## src/rtl/core/ptd_pkg.sv

```systemverilog
// Shared types and constants for the pending task dispatcher.
package ptd_pkg;

	// Field widths fixed by the command and response words.
	localparam int KIND_W = 3;
	localparam int IDX_W = 6;
	localparam int ARG_W = 8;
	localparam int DELAY_W = 16;
	localparam int COUNT_W = 12;

	// Longest delay accepted, and the tick period as a shift (16 ms).
	localparam logic [DELAY_W-1:0] MAX_DELAY_MS = 16'd65520;
	localparam int TICK_SHIFT = 4;

	// Command kinds. Codes 5 to 7 are accepted and ignored.
	typedef enum logic [KIND_W-1:0] {
		KIND_TICK  = 3'd0,
		KIND_POST  = 3'd1,
		KIND_START = 3'd2,
		KIND_STOP  = 3'd3,
		KIND_FETCH = 3'd4
	} kind_t;

	// Slot set selector.
	localparam logic TYPE_APP = 1'b0;
	localparam logic TYPE_TIMER = 1'b1;

	// Controller state.
	typedef enum logic {
		ST_IDLE,
		ST_SCAN
	} state_t;

	// Command word.
	typedef struct packed {
		kind_t             kind;
		logic              task_type;
		logic [IDX_W-1:0]  task_index;
		logic [ARG_W-1:0]  task_arg;
		logic [DELAY_W-1:0] delay_ms;
	} cmd_word_t;

	// Response word.
	typedef struct packed {
		logic             found;
		logic             served_type;
		logic [IDX_W-1:0] served_index;
		logic [ARG_W-1:0] served_arg;
	} rsp_word_t;

	// Control broadcast from the controller to every slot cell.
	typedef struct packed {
		logic               post;
		logic               start;
		logic               stop;
		logic               tick;
		logic               advance;
		logic               serve;
		logic               rewind;
		logic               task_type;
		logic [IDX_W-1:0]   task_index;
		logic [ARG_W-1:0]   task_arg;
		logic [COUNT_W-1:0] delay_units;
	} ptd_ctl_t;

endpackage

```

## src/rtl/core/ptd_cell.sv

```systemverilog
// One task slot of the dispatcher ring: pending flag, argument, optional countdown, scan token.
module ptd_cell #(
	parameter bit IS_TIMER = 1'b0,
	parameter int SLOT_IDX = 0,
	parameter bit IS_FIRST = 1'b0
) (
	input  logic                     clk,
	input  logic                     arst_n,
	input  ptd_pkg::ptd_ctl_t        ctl,
	input  logic                     token_in,
	output logic                     token,
	output logic                     hit,
	output logic [ptd_pkg::ARG_W-1:0] arg_out
);
	import ptd_pkg::*;

	logic             pending_q;
	logic [ARG_W-1:0] arg_q;
	logic             token_q;
	logic             sel;
	logic             post_hit;
	logic             expire;

	// Address match for post, start and stop.
	assign sel = (ctl.task_index == IDX_W'(SLOT_IDX));
	assign post_hit = ctl.post && (ctl.task_type == IS_TIMER) && sel;

	// Countdown, present only in timer slots.
	if (IS_TIMER) begin : g_timer
		logic [COUNT_W-1:0] count_q;

		assign expire = ctl.tick && (count_q == COUNT_W'(1));

		always_ff @(posedge clk or negedge arst_n) begin
			if (!arst_n) begin
				count_q <= '0;
			end else if (ctl.start && sel) begin
				count_q <= ctl.delay_units;
			end else if (ctl.stop && sel) begin
				count_q <= '0;
			end else if (ctl.tick && (count_q != '0)) begin
				count_q <= count_q - COUNT_W'(1);
			end
		end
	end else begin : g_app
		assign expire = 1'b0;
	end

	// Pending flag and argument. Posts and expiries never coincide with a serve.
	always_ff @(posedge clk or negedge arst_n) begin
		if (!arst_n) begin
			pending_q <= 1'b0;
			arg_q <= '0;
		end else begin
			if (post_hit) begin
				arg_q <= ctl.task_arg;
			end
			if (post_hit || expire) begin
				pending_q <= 1'b1;
			end else if (ctl.serve && token_q) begin
				pending_q <= 1'b0;
			end
		end
	end

	// The scan token walks the ring one cell per cycle while advance is set, or returns to the first cell on rewind.
	always_ff @(posedge clk or negedge arst_n) begin
		if (!arst_n) begin
			token_q <= IS_FIRST;
		end else if (ctl.rewind) begin
			token_q <= IS_FIRST;
		end else if (ctl.advance) begin
			token_q <= token_in;
		end
	end

	assign token = token_q;
	assign hit = token_q && pending_q;
	assign arg_out = token_q ? arg_q : '0;

endmodule

```

## src/rtl/core/pending_task_dispatch_with_timers.sv

```systemverilog
// Top level of the pending task dispatcher: decode, scan control, slot ring, response register.
//
// The block holds APP_SLOTS app slots followed by TIMER_SLOTS timer slots as a ring of cells;
// a one-hot scan token sits at the current round-robin position. Tick, post, start, stop and
// unknown kinds are acted on as they are taken. A fetch then walks the token one cell per
// cycle from the slot after the last one served until it finds a pending slot or has visited
// every slot, and also waits while the response register still holds an untaken word.
// Commands are accepted only while no fetch is in progress; the response register lets a new
// command enter while a result waits.
module pending_task_dispatch_with_timers #(
	parameter int APP_SLOTS = 8,
	parameter int TIMER_SLOTS = 8
) (
	input  logic               clk,
	input  logic               arst_n,
	input  logic               cmd_valid,
	output logic               cmd_ready,
	input  ptd_pkg::cmd_word_t cmd,
	output logic               rsp_valid,
	input  logic               rsp_ready,
	output ptd_pkg::rsp_word_t rsp
);
	import ptd_pkg::*;

	localparam int ALL_SLOTS = APP_SLOTS + TIMER_SLOTS;
	localparam int SCAN_W = $clog2(ALL_SLOTS);

	state_t            state_q;
	state_t            state_d;
	logic [SCAN_W-1:0] scan_cnt_q;
	logic [SCAN_W-1:0] scan_cnt_d;
	logic              rsp_valid_q;
	rsp_word_t         rsp_q;
	logic              rsp_load;
	rsp_word_t         rsp_d;
	ptd_ctl_t          ctl;
	logic              accept;
	logic              can_emit;
	logic              last;
	logic              any_hit;
	logic [DELAY_W-1:0] delay_clamped;

	logic [ALL_SLOTS-1:0] token;
	logic [ALL_SLOTS-1:0] hit;
	logic [ARG_W-1:0]     cell_arg [ALL_SLOTS];
	logic [ARG_W-1:0]     sel_arg;
	logic                 sel_type;
	logic [IDX_W-1:0]     sel_index;

	// Ring of slot cells; each takes the token from its predecessor.
	for (genvar i = 0; i < ALL_SLOTS; i++) begin : g_cell
		localparam int PREV = (i == 0) ? ALL_SLOTS - 1 : i - 1;

		ptd_cell #(
			.IS_TIMER(i >= APP_SLOTS),
			.SLOT_IDX((i < APP_SLOTS) ? i : i - APP_SLOTS),
			.IS_FIRST(i == 0)
		) u_cell (
			.clk     (clk),
			.arst_n  (arst_n),
			.ctl     (ctl),
			.token_in(token[PREV]),
			.token   (token[i]),
			.hit     (hit[i]),
			.arg_out (cell_arg[i])
		);
	end

	// Gather the slot under the token: its set, its number and its argument.
	always_comb begin
		sel_arg = '0;
		sel_type = TYPE_APP;
		sel_index = '0;
		for (int i = 0; i < ALL_SLOTS; i++) begin
			sel_arg = sel_arg | cell_arg[i];
			if (token[i]) begin
				sel_type = (i >= APP_SLOTS) ? TYPE_TIMER : TYPE_APP;
				sel_index = (i >= APP_SLOTS) ? IDX_W'(i - APP_SLOTS) : IDX_W'(i);
			end
		end
	end

	assign any_hit = |hit;
	assign accept = cmd_valid && cmd_ready;
	assign cmd_ready = (state_q == ST_IDLE);
	assign can_emit = !rsp_valid_q || rsp_ready;
	assign last = (scan_cnt_q == SCAN_W'(ALL_SLOTS - 1));

	// Delays beyond the limit are clamped, then converted to 16 ms ticks.
	assign delay_clamped = (cmd.delay_ms > MAX_DELAY_MS) ? MAX_DELAY_MS : cmd.delay_ms;

	// Controller state register.
	always_ff @(posedge clk or negedge arst_n) begin
		if (!arst_n) begin
			state_q <= ST_IDLE;
			scan_cnt_q <= '0;
		end else begin
			state_q <= state_d;
			scan_cnt_q <= scan_cnt_d;
		end
	end

	// Command decode, scan stepping and response staging.
	always_comb begin
		state_d = state_q;
		scan_cnt_d = scan_cnt_q;
		rsp_load = 1'b0;
		rsp_d = '0;
		ctl = '0;
		ctl.task_type = cmd.task_type;
		ctl.task_index = cmd.task_index;
		ctl.task_arg = cmd.task_arg;
		ctl.delay_units = delay_clamped[TICK_SHIFT +: COUNT_W];
		unique case (state_q)
			ST_IDLE: begin
				if (accept) begin
					unique case (cmd.kind)
						KIND_TICK: ctl.tick = 1'b1;
						KIND_POST: ctl.post = 1'b1;
						KIND_START: ctl.start = 1'b1;
						KIND_STOP: ctl.stop = 1'b1;
						KIND_FETCH: begin
							state_d = ST_SCAN;
							scan_cnt_d = '0;
						end
						default: ;
					endcase
				end
			end
			ST_SCAN: begin
				priority if (any_hit) begin
					if (can_emit) begin
						ctl.serve = 1'b1;
						ctl.advance = 1'b1;
						rsp_load = 1'b1;
						rsp_d.found = 1'b1;
						rsp_d.served_type = sel_type;
						rsp_d.served_index = sel_index;
						rsp_d.served_arg = sel_arg;
						state_d = ST_IDLE;
					end
				end else if (!last) begin
					ctl.advance = 1'b1;
					scan_cnt_d = scan_cnt_q + SCAN_W'(1);
				end else if (can_emit) begin
					// Nothing pending anywhere: report none and restart at the first app slot.
					ctl.rewind = 1'b1;
					rsp_load = 1'b1;
					state_d = ST_IDLE;
				end
			end
			default: ;
		endcase
	end

	// Response register.
	always_ff @(posedge clk or negedge arst_n) begin
		if (!arst_n) begin
			rsp_valid_q <= 1'b0;
		end else if (rsp_load) begin
			rsp_valid_q <= 1'b1;
		end else if (rsp_ready) begin
			rsp_valid_q <= 1'b0;
		end
	end

	always_ff @(posedge clk) begin
		if (rsp_load) begin
			rsp_q <= rsp_d;
		end
	end

	assign rsp_valid = rsp_valid_q;
	assign rsp = rsp_q;

`ifndef NO_ASSERTIONS
	// Exactly one cell holds the scan token at all times.
	a_token_onehot: assert property (@(posedge clk) disable iff (!arst_n)
		$onehot(token))
		else $error("scan token is not one-hot");

	// A fetch that finds nothing leaves the token on the first app slot.
	a_rewind_first: assert property (@(posedge clk) disable iff (!arst_n)
		(state_q == ST_SCAN && !any_hit && last && can_emit) |=> token[0])
		else $error("scan did not rewind to the first slot");

	// A served slot is no longer pending in the cycle after it is served.
	a_served_cleared: assert property (@(posedge clk) disable iff (!arst_n)
		(state_q == ST_SCAN && any_hit && can_emit) |=> ((hit & $past(token)) == '0))
		else $error("served slot still pending");

	// The miss counter never runs past the ring length.
	a_scan_bound: assert property (@(posedge clk) disable iff (!arst_n)
		scan_cnt_q <= SCAN_W'(ALL_SLOTS - 1))
		else $error("scan counter out of range");
`endif

endmodule

```

## config.mk

```make
export PLATFORM = sky130hd
export DESIGN_NAME = pending_task_dispatch_with_timers
export DESIGN_NICKNAME = d
export VERILOG_FILES = /design/src/rtl/core/ptd_pkg.sv /design/src/rtl/core/ptd_cell.sv /design/src/rtl/core/pending_task_dispatch_with_timers.sv
export SDC_FILE = /design/constraint.sdc
export NUM_CORES = 1
export LEC_CHECK = 0
export ABC_AREA = 0
export ABC_CLOCK_PERIOD_IN_PS = 5400
export BUFFER_PORTS_ARGS = -buffer_cell sky130_fd_sc_hd__buf_4
export CORE_MARGIN = 2
export CORE_UTILIZATION = 61
export DETAILED_ROUTE_END_ITERATION = 16
export PLACE_DENSITY = 0.79
export SYNTH_ARGS = -nofsm -noshare
export SYNTH_HDL_FRONTEND = slang
export SYNTH_SLANG_ARGS = --single-unit
export TNS_END_PERCENT = 10
```

## constraint.sdc

```tcl
create_clock -name clk -period 5.4 [get_ports clk]
set_input_delay 0 -clock clk [delete_from_list [all_inputs] [get_ports clk]]
set_output_delay 0 -clock clk [all_outputs]
set_load 0.01 [all_outputs]
```

# == Word-level counts from Yosys, hierarchy flattened ==
# Cells that the tools add are included.
# word_totals
ff_bits,278
input_bits,38
output_inout_bits,18
elab_cells,409
# classes
n_addsub,9
magnitude_cmp,1
n_eq_ne,24
n_mux,158
n_bitwise,19
reduce_logical,134
# ops
operator,count
$mux W12,24
$mux W8,16
$or A8 B8 Y8,15
$eq A12 B1 Y1 const B,8
$reduce_bool A12 Y1,8
$sub A12 B1 Y12 const B,8
$mux W1,92
$mux W6,14
$logic_and A1 B1 Y1,83
$reduce_bool A2 Y1,18
$mux W16,2
$eq A6 B3 Y1 const B,4
$mux W4,6
$reduce_bool A3 Y1,8
$reduce_or A17 Y1,1
$gt A16 B16 Y1 const B,1
$reduce_or A16 Y1,1
$eq A6 B2 Y1 const B,2
$logic_or A1 B1 Y1,9
$pmux W4 S2,1
$eq A3 B2 Y1 const B,2
$eq A6 B1 Y1 const B,1
$logic_not A6 Y1,1
$add A4 B1 Y4 const B,1
other kinds (14),19

# == Depth between registers and ports, before layout ==
# depth
depth_word,17
depth_mapped,9
ltp_nobuf,7

# == Cells and area by module ==
# Synthesis repeated with hierarchy kept, for this count alone.
# unflattened
cells_unflattened,1554
hier_area_um2,16289.4
# modules_own_cells
mod,n_inst,cells_per_inst,area_per_inst_um2,seq_area_each_um2
ptd_cell (g_cell[13].u_cell ...),2,137,1377.6,550.5
ptd_cell (g_cell[10].u_cell ...),2,147,1372.6,550.5
ptd_cell (g_cell[9].u_cell),1,136,1405.1,550.5
ptd_cell (g_cell[15].u_cell),1,139,1392.6,550.5
ptd_cell (g_cell[8].u_cell),1,136,1386.3,550.5
ptd_cell (g_cell[11].u_cell),1,136,1376.3,550.5
pending_task_dispatch_with_timers,1,153,1347.5,540.5
ptd_cell (g_cell[5].u_cell ...),2,36,473.0,250.2
ptd_cell (g_cell[1].u_cell ...),2,36,470.5,250.2
ptd_cell (g_cell[4].u_cell),1,36,514.2,250.2
ptd_cell (g_cell[3].u_cell),1,35,510.5,250.2
ptd_cell (g_cell[7].u_cell),1,35,485.5,250.2
ptd_cell (g_cell[0].u_cell),1,36,484.2,251.5

# == Least setup slack after synthesis ==
# No wires, ideal clock.
# synth_path
kind,register to register
startpoint,reg g_cell[14].u_cell.token_q
endpoint,"reg rsp_q (netlist bit rsp[0]), enable pin"
setup_ns,0.389
t_arrival_ns,1.952
t_required_ns,5.011
slack_ns,3.059
path_stages_with_launch,8
n_path_buf,3
synth_period_minus_slack_ns,2.341
cell_sequence,dfrtp_1 -> clkbuf_1 -> a22o_1 -> a221oi_1 -> and4_1 -> clkbuf_1 -> clkbuf_1 -> a21oi_1
# synth_between
elab_chain_cells,4
# synth_lines
item,line,text
"start, declared",ptd_cell.sv:19,logic token_q;
"start signal, assigned",ptd_cell.sv:73,token_q <= token_in;
$logic_and A1 B1 Y1,ptd_cell.sv:78,assign hit = token_q && pending_q;
$reduce_or A16 Y1,pending_task_dispatch_with_timers.sv:83,assign any_hit = |hit;
$mux W1,pending_task_dispatch_with_timers.sv:131,priority if (any_hit) begin
$mux W1,pending_task_dispatch_with_timers.sv:114,unique case (state_q)
via rsp_load,pending_task_dispatch_with_timers.sv:34,logic rsp_load;
"end signal, assigned",pending_task_dispatch_with_timers.sv:169,rsp_q <= rsp_d;
"end, declared",pending_task_dispatch_with_timers.sv:33,rsp_word_t rsp_q;
# The timed path passes the listed nets, and every way through them passes these cells.
# A chain may end at the register's enable or synchronous reset.

# == Final worst setup path ==
# layout_path
startpoint,reg g_cell[11].u_cell.token_q
endpoint,"reg rsp_q (netlist bit rsp[15]), data pin"
# layout_between
elab_chain_cells,3
# layout_lines
item,line
"start, declared",ptd_cell.sv:19
"start signal, assigned",ptd_cell.sv:73
$logic_and A1 B1 Y1,ptd_cell.sv:78
$reduce_or A16 Y1,pending_task_dispatch_with_timers.sv:83
$reduce_and A2 Y1 (no line),--
# No other way between the ends.

==> summary.md <==
| Metric | Value |
|---|---|
| Number of global-route vias before repair | `11012` |
| CP required | `around 5.7 ns` |
| Largest net degree at the start of global routing | `~160` |
| Ys async rst share | `0.953` |
| Number of enable flip-flop cells after synthesis | `13` |
| CTS tree | `done` |
| DR pass1 iterations | `5` |
| Endpoint class of the critical path | `flop` |
| PD cells | `463 nW/um2` |
| Clock sink total | `275` |
| Cells after Synth | `1347` |
| Clock share of power | `0.282` |
| Overall global routing resource usage | `0.316` |
| Seq/Total Area, Yosys | `0.491` |
| Final period utilization | `0.604` |
| Layout area overhead | `12.5%` |
| Combinational Power Share | `0.285` |
| Fin util | `0.701` |
| Vias per cell | `roughly 6.8` |
| Worst setup startpoint | `g_cell[11].u_cell.token$_DFFE_PN0P_` |
| Resized Gates After CTS | `0` |
| Maxcap violations | `0` |
| CP Data Arrival Time | `roughly 3.5 ns` |
| FP Rows | `55` |
| NetSw | `0.00277 W` |
| GPL Wtd Cong | `0.888` |
| Initial antenna violation count | `0` |
| Post-synth top flop | `dfrtp_1` |
| R2r startpoint | `g_cell[11].u_cell.token$_DFFE_PN0P_` |
| Category of the most critical setup path | `flop to flop` |
| Worst reg-to-reg setup slack | `2.14 ns` |
| Synth cell types | `75` |
| Internal power | `around 0.0046 W` |
| Initial drt markers | `around 1100` |
| RSZ-0062 raised after global routing | `false` |
| DP Area | `14700 um2` |
| Ant. Diodes | `0` |
| Post-route ant nets | `0` |
| Detailed-route via count | `around 11000` |
| Global-route wire length before repair | `60.1 mm` |
| DR WL/cell | `22.7 um` |
| Hold WC Path Type | `input pin to flop` |
| Die X-Extent | `156 um` |
| Final Cell Area | `15900 um2` |
| Final net count | `1441` |
| # setup viols final | `0` |
| CTS Buf Count | `29` |
| Core area | `about 23000 um2` |
| Remaining DRCs | `0` |
| P_leak | `between 6 and 7 nW` |
| Slew @ Worst Pin | `1.25 ns` |
| F_max | `0.307 GHz` |
| Yosys reg bits | `275` |
| H-tree Lvls | `1` |
| Clock-pin slew on the worst setup and hold paths | `about 0.070 ns` |
| Status | `finished clean` |
| Final Critical Period | `3.26 ns` |
| CP startpoint kind | `flop` |
| Final hold violation count | `0` |
| Cell Area, Synth | `14100 um2` |
| Clk buf depth | `3` |
| Final Skew | `0.00837 ns` |
| Switching Share | `0.376` |
| Synth Warn # | `0` |
| Fill count | `1646` |
| VDD IR max | `0.250 mV` |
| Worst skew pair latency | `0.55 ns` |
| Post-Route WL | `38.4 mm` |
| Ports | `56` |
| Root Buffer | `clkbuf_16` |
| I/O Buffers | `48` |
| Die area | `about 24000 um2` |
| Final Slew Violations | `0` |
| Slew HR | `0.168` |
| Post-DP HPWL | `23.3 mm` |
| Reg2reg path depth | `6` |
| Die Y | `~160 um` |
| Crit path to | `rsp[15]$_SDFFCE_PN0P_` |
| GRT Residual Overflow | `0` |
| Seq pwr share | `0.433` |
| Max FO, Critical Path | `28` |
| Syn avg cell area | `10.5 um2` |
| Initial core utilization | `0.623` |
| Fraction of layout cells with a size suffix above 1 | `0.188` |
| Reg-to-reg endpoint | `rsp[15]$_SDFFCE_PN0P_` |
| Setup TNS | `0 ns` |
power groups by stage:
stage / sequential, W / combinational, W / clock [W]
detailed placement: 0.00319 / 0.00204 / 0
CTS: 0.00316 / 0.00208 / 0.00209
floorplan: 0.00288 / 0.00164 / 0
global placement: 0.00316 / 0.00197 / 0
global route: 0.00323 / 0.00234 / 0.00217
finish: 0.00319 / 0.00210 / 0.00208
layout make-up:
class	instances	area (um2)	area share
sequential	275	6950	0.437
tap	285	357	0.0224
clock inverter	7	88.8	0.00558
timing repair buffer	90	758	0.0477
inverter	39	146	0.00920
clock buffer	47	915	0.0575
multi-input combinational	951	6700	0.421
timing repair:
item / CTS / global route
buffers inserted: 0 / 0
hold endpoints to repair: 257 / 0
hold buffers: 25 / 0
flip-flops by register name, indices dropped and copies added, names as in the netlist:
signal                         cells
g_cell.u_cell.arg_q              128
g_cell.u_cell.g_timer.count_q     96
g_cell.u_cell.pending_q           16
g_cell.u_cell.token               16
rsp                               13
rsp_valid                          1
scan_cnt_q                         4
state_q                            1
placed cells by master (no fill, tap or decap), drive strengths merged, types with 4 or more instances in the layout:
master       netlist  routed
dfrtp            261     261
mux2             130     130
nand2            109     109
nor2             105     105
buf               14      65
a21oi             49      49
o21ai             49      49
clkbuf            70      47
nand3             45      45
inv               38      39
xor2              37      37
a221oi            29      29
nor4              29      29
a22o              28      28
nor3              27      27
dlygate4sd3        0      25
nand4             23      23
a31oi             22      22
nor2b             20      20
o221ai            20      20
o22ai             20      20
xnor2             18      18
a22oi             18      18
a41oi             17      17
ha                17      17
nand4b            13      13
o211ai            13      13
or3               13      13
edfxtp            13      13
or4                9       9
and3               9       9
o31ai              9       9
mux2i              6       6
a32oi              5       5
and2               5       5
clkinv             1       5
and4               4       4
nor3b              4       4
o311ai             4       4
layer usage:
layer | up-vias | track usage | share of wire
met4 | 0 | 0.140 | 0.045
met2 | 550 | 0.512 | 0.47
li1 | 5106 | - | -
met1 | 5677 | 0.417 | 0.41
met5 | - | 0 | 0
met3 | 118 | 0.0579 | 0.077
synthesized netlist by cell type (all sizes together) (17+ instances only):
master  number  area [um2]
inv         38         143
nand2      109         409
a41oi       17         149
a22oi       18         135
nor3        27         135
xor2        37         324
o221ai      20         175
xnor2       18         158
a21oi       49         245
dfrtp      261        6530
mux2       130        1520
a22o        28         245
nor2b       20         125
a31oi       22         138
ha          17         213
nand4       23         144
a221oi      29         254
nor4        29         188
clkbuf      70         269
o21ai       49         245
nand3       45         225
o22ai       20         125
nor2       105         414
kinds of logic (layout without fill, tap and decap cells):
kind of cell	count (synthesis)	after routing	share of synthesized area
xor+xnor	55	55	0.0341
mux	136	136	0.112
compound gates	307	307	0.153
other cells	1	3	0.000265
buf+inv	123	183	0.0364
simple gates	433	433	0.158
flops	275	275	0.491
fa+ha+maj	17	17	0.0150
stage by stage:
stage	hold slack [ns]	setup WS [ns]	power (W)	cells
detailed placement	0.111	2.28	0.00523	1615
CTS	0.00453	2.26	0.00732	1694
global route	0.0798	2.07	0.00774	1694
floorplan	-0.296	3.06	0.00452	1349
global placement	0.117	2.31	0.00513	1615
finish	0.0261	2.14	0.00737	1694
how the worst min path moves through the flow:
| stage | start | end | slack (ns) | cells after the start |
|---|---|---|---|---|
| detailed placement | arst_n | g_cell[10].u_cell.arg_q[1]$_DFFE_PN0P_ | 0.11 | 1 |
| finish | cmd[29] | g_cell[9].u_cell.g_timer.count_q[11]$_DFFE_PN0P_ | 0.03 | 4 |
| floorplan | arst_n | g_cell[0].u_cell.arg_q[0]$_DFFE_PN0P_ | -0.30 | 0 |
| global placement | arst_n | g_cell[10].u_cell.arg_q[1]$_DFFE_PN0P_ | 0.12 | 1 |
| CTS | cmd[29] | g_cell[9].u_cell.g_timer.count_q[11]$_DFFE_PN0P_ | 0.005 | 4 |
| global route | cmd[14] | g_cell[14].u_cell.g_timer.count_q[10]$_DFFE_PN0P_ | 0.08 | 4 |
critical path, stage by stage (launching register included):
cell      delay, ns
dfrtp_1        0.70
a22o_1         0.35
a221oi_1       0.23
and4_1         0.89
nand2b_1       0.20
buf_4          0.36
inv_1          0.22
(Power assumes the default switching activity.)
